--- src/hdl/brf_div.sv ---
// Restoring unsigned divider, one quotient bit per cycle.
// Uses no package; instantiated by brent_root_finder_core.
`timescale 1ns / 1ps

module brf_div #(
    parameter int NW = 48,
    parameter int DW = 32
) (
    input  logic          clk,
    input  logic          rst_n,
    input  logic          start,
    input  logic [NW-1:0] num,
    input  logic [DW-1:0] den,
    output logic          done,
    output logic [NW-1:0] quot
);

    localparam int CW = $clog2(NW + 1);

    logic          busy_reg, busy_next;
    logic          done_reg, done_next;
    logic [CW-1:0] cnt_reg, cnt_next;
    logic [NW-1:0] quo_reg, quo_next;
    logic [DW-1:0] rem_reg, rem_next;
    logic [DW-1:0] den_reg, den_next;
    logic [DW:0]   shifted;
    logic [DW:0]   diff;
    logic          ge;

    assign shifted = {rem_reg, quo_reg[NW-1]};
    assign diff    = shifted - {1'b0, den_reg};
    assign ge      = (shifted >= {1'b0, den_reg});

    always_comb
    begin
        busy_next = busy_reg;
        done_next = 1'b0;
        cnt_next  = cnt_reg;
        quo_next  = quo_reg;
        rem_next  = rem_reg;
        den_next  = den_reg;
        if (start)
        begin
            busy_next = 1'b1;
            cnt_next  = CW'(NW);
            quo_next  = num;
            rem_next  = '0;
            den_next  = den;
        end
        else if (busy_reg)
        begin
            quo_next = {quo_reg[NW-2:0], ge};
            rem_next = ge ? diff[DW-1:0] : shifted[DW-1:0];
            cnt_next = cnt_reg - CW'(1);
            if (cnt_reg == CW'(1))
            begin
                busy_next = 1'b0;
                done_next = 1'b1;
            end
        end
    end

    always_ff @(posedge clk or negedge rst_n)
    begin
        if (!rst_n)
        begin
            busy_reg <= 1'b0;
            done_reg <= 1'b0;
            cnt_reg  <= '0;
        end
        else
        begin
            busy_reg <= busy_next;
            done_reg <= done_next;
            cnt_reg  <= cnt_next;
        end
    end

    always_ff @(posedge clk)
    begin
        quo_reg <= quo_next;
        rem_reg <= rem_next;
        den_reg <= den_next;
    end

    assign done = done_reg;
    assign quot = quo_reg;

endmodule

--- config.mk ---
export PLATFORM = sky130hd
export DESIGN_NAME = brf_div
export DESIGN_NICKNAME = d
export VERILOG_FILES = /design/src/hdl/brf_div.sv
export SDC_FILE = /design/constraint.sdc
export NUM_CORES = 1
export LEC_CHECK = 0
export BUFFER_PORTS_ARGS = -buffer_cell sky130_fd_sc_hd__clkbuf_2
export CAP_MARGIN = 20
export CORE_MARGIN = 2
export CORE_UTILIZATION = 43
export CTS_CLUSTER_SIZE = 16
export DETAILED_ROUTE_END_ITERATION = 12
export PLACE_DENSITY = 0.72
export SYNTH_ARGS = -nofsm -noshare
export SYNTH_HDL_FRONTEND = slang
export SYNTH_SLANG_ARGS = --single-unit
--- constraint.sdc ---
create_clock -name clk -period 3.6 [get_ports clk]
set_input_delay 0.72 -clock clk [delete_from_list [all_inputs] [get_ports clk]]
set_output_delay 0.72 -clock clk [all_outputs]
set_load 0.1 [all_outputs]
; Word-level counts from Yosys, hierarchy flattened
; Cells that the tools add are included.
[totals]
n_memories = 0
romBits = 0
ram_bits = 0
ff_bits = 120
wordCells = 22
latchBits = 0
in_bits = 83
[op_classes]
n_reduce_logical = 1
div = 0
shift = 0
n_addsub = 2
n_eq_ne = 1
n_lt_le_gt_ge = 1
bitwise_logic = 0
multipliers = 0
muxes = 11
[ops]
columns = cell, n
row1 = $mux 48, 2
row2 = $ge 33x32->1, 1
row3 = $mux 32, 1
row4 = $sub 32x32->32, 1
row5 = $mux 6, 2
row6 = $eq 6x1->1 const B, 1
row7 = $mux 1, 6
row8 = $sub 6x1->6 const B, 1
row9 = $reduce_bool 2->1, 1

; Longest topological paths before layout
[depth]
word_depth = 4
mapped_depth = 12
depth_no_buf = 11

; Least setup slack after synthesis
; Ideal clock, no wire load.
[synth_path]
path_kind = register to register
startpoint = reg quo_reg[47] (netlist: quot[47])
endpoint = reg rem_reg[28]
n_path_buf = 0
setup_ns = 0.088
arrival_time_ns = 3.030
setup_slack_ns = 0.482
synth_period_minus_slack_ns = 3.118
stages_incl_launch_ff = 12
path_cell_list = edfxtp_1 -> inv_1 -> ha_1 -> fa_1 -> nor2b_1 -> o31ai_1 -> nand2_1 -> a31oi_2 -> o311ai_0 -> a21o_1 -> o211ai_1 -> a311oi_2
[synth_between]
elab_chain_cells = 2
word_cells_on_any_way = 3
cone_classes = add/sub: 1 / order compare: 1 / mux: 1
[synth_lines]
columns = item, line
row1 = from (decl), 23  ; logic [NW-1:0] quo_reg, quo_next;
row2 = from (signal assigned), 81  ; quo_reg <= quo_next;
row3 = $sub 32x32->32 / $ge 33x32->1 (equally long branches), "31, 32"
row4 = $mux 32 (*), 53  ; rem_next = ge ? diff[DW-1:0] : shifted[DW-1:0];
row5 = to (signal assigned), 82  ; rem_reg <= rem_next;
row6 = to (decl), 24  ; logic [DW-1:0] rem_reg, rem_next;
; Every way passes the cells marked *; elsewhere a longest branch is shown, timed or not.
; A chain may end at the register's enable or synchronous reset.

; Worst setup path in the final report
; Ends and elaborated chain as after synthesis.

==> summary.txt <==
Clock tree
  – Number of buffers created by CTS: 17
  – Number of buffers on the longest clock path: 2
  – Master cell of the clock root buffer: sky130_fd_sc_hd__clkbuf_16
  – Clock sink count: 120
  – Clock Latency Late Sink: 0.43 ns
  – Clock edge transition at the registers on the reported setup and hold paths: 0.06 ns
  – Number of gates resized after cts: 0
  – TritonCTS clock tree: yes
  – Hold-fix buffers at CTS: 0
  – Post-CTS setup buffer count: 0
  – H-tree lvl count: 4

Final layout
  – Flip-flop count of the largest register after layout: 48
  – Area of all placed cells without fillers: 0.00841 mm²
  – Fraction of final layout cells sized beyond drive strength 1: 0.306
  – Fill cell instance count of the final layout: 1457
  – Number of standard cells in the layout, taps in and fillers out: 1030
  – Number of inserted diodes: 0
  – Area added between synthesis and finish: 19.6%
  – Count of nets after finishing: 919

Global routing
  – Number of antenna violations at the first check in global routing: 0
  – Pin count of the biggest net entering global routing: 59
  – Tot GR Track Use: 0.205
  – Remaining Overflow, GRT: 0
  – Via count of the first global-routing pass: 5653
  – First-pass GRT wire length: 28500 µm

Timing
  – Final number of setup-violating endpoints: 0
  – Tcrit/Tclk final: 0.851
  – Worst slack on hold paths: 0.132 ns
  – Highest Clock Rate: 0.326 GHz
  – Final period demand of the worst path: 3.07 ns
  – Count of final hold-check violations: 0
  – Number of pins with negative max-slew slack in the final report: 0
  – Relative max-transition margin: 0.350
  – RSZ-0062 raised after global routing: no
  – Slew at the pin closest to its max-slew limit: 0.973 ns
  – Skew final: 0.0107 ns
  – Setup total negative slack: 0 ns

Synthesis
  – Most used DFF post-synth: sky130_fd_sc_hd__edfxtp_1
  – Share of the synthesized area in the top cell type: 0.342
  – Post-synthesis sequential area ratio: 0.461
  – Netlist area before placement: 0.00703 mm²
  – Avg Inst Size Synth: 10.3 µm²
  – Number of enable-type register cells in the synthesized netlist: 80
  – Async set-reset flop share out of synthesis: 0.0667
  – Top cell type by total area after synthesis: sky130_fd_sc_hd__edfxtp_1
  – Count of mapped cells out of synthesis: 681
  – Number of flip-flops and latches in the synthesized netlist: 120
  – Post-synth net total: 799
  – Top area cells in the synthesized netlist: sky130_fd_sc_hd__edfxtp_1 34%, sky130_fd_sc_hd__dfxtp_1 9.1%, sky130_fd_sc_hd__mux2_2 7.5%, sky130_fd_sc_hd__ha_1 6.0%, sky130_fd_sc_hd__dfrtp_1 2.8%
  – Yosys warnings: 0
  – Most frequently used cell type in the post-synthesis netlist: sky130_fd_sc_hd__edfxtp_1
  – Number of distinct library cell variants in the gate-level netlist after synthesis: 70
  – Most common library cells after synthesis: 80 x sky130_fd_sc_hd__edfxtp_1, 51 x sky130_fd_sc_hd__nor2_1, 47 x sky130_fd_sc_hd__inv_1, 47 x sky130_fd_sc_hd__mux2_2, 45 x sky130_fd_sc_hd__nand2_1

Detailed routing
  – Starting DRT DRC Count: 380
  – Detailed-route wire length per cell: 17.0 µm
  – Vias: 5732
  – Number of nets with antenna violations after detailed routing: 0
  – Number of remaining DRC errors: 0
  – 1st-pass router iterations: 5
  – Routed Wire Length: 17500 µm
  – Number of vias per cell after detailed routing: 5.57

Run status
  – Outcome: complete, no violations

Critical path
  – Largest incremental delay on the critical path: 0.60 ns
  – Worst path buffer plus inverter count: 1
  – Category of the critical setup timing path: reg -> reg
  – Critical path cell sequence: inv_1 -> ha_1 -> fa_1 -> nor2b_1 -> o31ai_1 -> nand2_1 -> a31oi_2 -> o311ai_0 -> a21o_1 -> o211ai_1 -> a311oi_2
  – Critical path arrival: 3.40 ns
  – Crit Path Max Fanout: 6
  – Cell type of the slowest stage on the worst timing path: sky130_fd_sc_hd__o311ai_0
  – Cell family with the largest share of critical-path delay: compound AO/OA/AOI/OAI gates
  – Critical path capture point type: flip-flop
  – Kind of start point of the critical path: flip-flop
  – Required time of the critical path: 3.94 ns

Die
  – # rows: 46
  – Initial Utilization: 0.441
  – Die Span Y: 132 µm
  – Area of the core: 0.0159 mm²
  – Die outline width: 132 µm
  – IO Pins: 132
  – Die Footprint: 0.0174 mm²

Worst hold path
  – Classification of the worst-slack hold path: in -> async

Power
  – Power density normalized to cell area: 656 mW/mm²
  – Largest vdd supply drop: 0.334 mV
  – Total leakage power: 3.58 nW

Placed design
  – Standard cell area after detailed placement: 0.00785 mm²
  – GP Congestion: 0.900
  – # port buffers: 131
  – DPL Wire Length: 12600 µm
  – Total instance count after detailed placement: 998

Flow run
  – Reported max-cap violation count: 0
routing by layer:
metal | wire, µm | vias up | track usage
met5 | 0 | - | 0
met4 | 578 | 0 | 0.109
met3 | 1010 | 52 | 0.0434
met2 | 8030 | 193 | 0.321
met1 | 7890 | 2699 | 0.268
li1 | - | 2788 | -
cell usage in the layout, fill, tap and decap left out, types with 4 or more instances in the layout:
cell,netlist,layout
sky130_fd_sc_hd__edfxtp_1,80,80
sky130_fd_sc_hd__nand2_1,45,45
sky130_fd_sc_hd__o21ai_0,23,23
sky130_fd_sc_hd__a21o_1,13,13
sky130_fd_sc_hd__dfrtp_1,8,8
sky130_fd_sc_hd__inv_1,47,46
sky130_fd_sc_hd__nand4_1,14,14
sky130_fd_sc_hd__o2111ai_1,6,6
sky130_fd_sc_hd__nor3_1,19,19
sky130_fd_sc_hd__a21oi_2,4,4
sky130_fd_sc_hd__a311oi_2,6,6
sky130_fd_sc_hd__a21oi_1,36,36
sky130_fd_sc_hd__mux2_2,47,47
sky130_fd_sc_hd__nand2b_1,8,8
sky130_fd_sc_hd__o31ai_1,4,4
sky130_fd_sc_hd__o311ai_0,6,6
sky130_fd_sc_hd__o21a_1,6,6
sky130_fd_sc_hd__or2_2,5,5
sky130_fd_sc_hd__o211ai_1,12,12
sky130_fd_sc_hd__nor2b_1,5,5
sky130_fd_sc_hd__buf_4,1,9
sky130_fd_sc_hd__or3_1,4,4
sky130_fd_sc_hd__nor2_1,51,50
sky130_fd_sc_hd__ha_1,34,34
sky130_fd_sc_hd__clkbuf_2,0,130
sky130_fd_sc_hd__o21ai_1,8,8
sky130_fd_sc_hd__xor2_1,7,7
sky130_fd_sc_hd__nand3_1,30,30
sky130_fd_sc_hd__clkbuf_16,0,17
sky130_fd_sc_hd__a311oi_1,11,11
sky130_fd_sc_hd__nor4_1,4,4
sky130_fd_sc_hd__inv_6,0,4
sky130_fd_sc_hd__dfxtp_1,32,32
sky130_fd_sc_hd__xnor2_1,16,16
final timing paths:
check,from,to,slack [ns],depth (start not counted)
worst min register to register,rem_reg[24],rem_reg[25],0.49,2
min in group clk,den[25],den_reg[25],0.46,1
worst min-delay path,rst_n,cnt_reg[1],0.13,1
worst max-delay path,quot[47],rem_reg[28],0.53,11
max in group asynchronous,rst_n,cnt_reg[5],3.27,1
worst max register to register,quot[47],rem_reg[28],0.53,11
worst register-to-register path, cell delays in order (launching register included):
cell and delay (ns):
sky130_fd_sc_hd__edfxtp_1 0.38, sky130_fd_sc_hd__inv_1 0.06, sky130_fd_sc_hd__ha_1 0.22, sky130_fd_sc_hd__fa_1 0.39
sky130_fd_sc_hd__nor2b_1 0.23, sky130_fd_sc_hd__o31ai_1 0.15, sky130_fd_sc_hd__nand2_1 0.14, sky130_fd_sc_hd__a31oi_2 0.23
sky130_fd_sc_hd__o311ai_0 0.60, sky130_fd_sc_hd__a21o_1 0.20, sky130_fd_sc_hd__o211ai_1 0.10, sky130_fd_sc_hd__a311oi_2 0.28
power by group:
part	internal, mW	total (mW)	switching [mW]
Combinational	0.684	2.05	1.37
Clock	0.971	1.64	0.664
Sequential	1.68	1.83	0.146
stage by stage:
| stage | worst slack [ns] | util | power [mW] |
|---|---|---|---|
| floorplan | 0.482 | - | 3.46 |
| global placement | 0.673 | 0.492 | 3.85 |
| detailed placement | 0.609 | 0.492 | 3.87 |
| CTS | 0.598 | 0.528 | 5.52 |
| global route | 0.406 | 0.528 | 5.80 |
| finish | 0.535 | 0.528 | 5.52 |
cell type report:
type / instances / area (µm²) / share of cell area
Tap cell: 216 / 270 / 0.0321
Inverter: 47 / 176 / 0.0210
Sequential cell: 120 / 3240 / 0.385
Clock buffer: 19 / 443 / 0.0526
Multi-Input combinational cell: 475 / 3420 / 0.407
Timing Repair Buffer: 140 / 738 / 0.0877
Clock inverter: 13 / 120 / 0.0143
logic make-up after synthesis:
group | Yosys count | share of synthesized area
buffers and inverters | 86 | 0.0525
XOR/XNOR | 23 | 0.0286
flip-flops | 120 | 0.461
AO/OA/AOI/OAI | 169 | 0.179
AND/OR/NAND/NOR | 200 | 0.138
multiplexers | 48 | 0.0767
adder cells (fa/ha/maj) | 35 | 0.0633
Note: power is estimated with default switching activity, not from simulation.
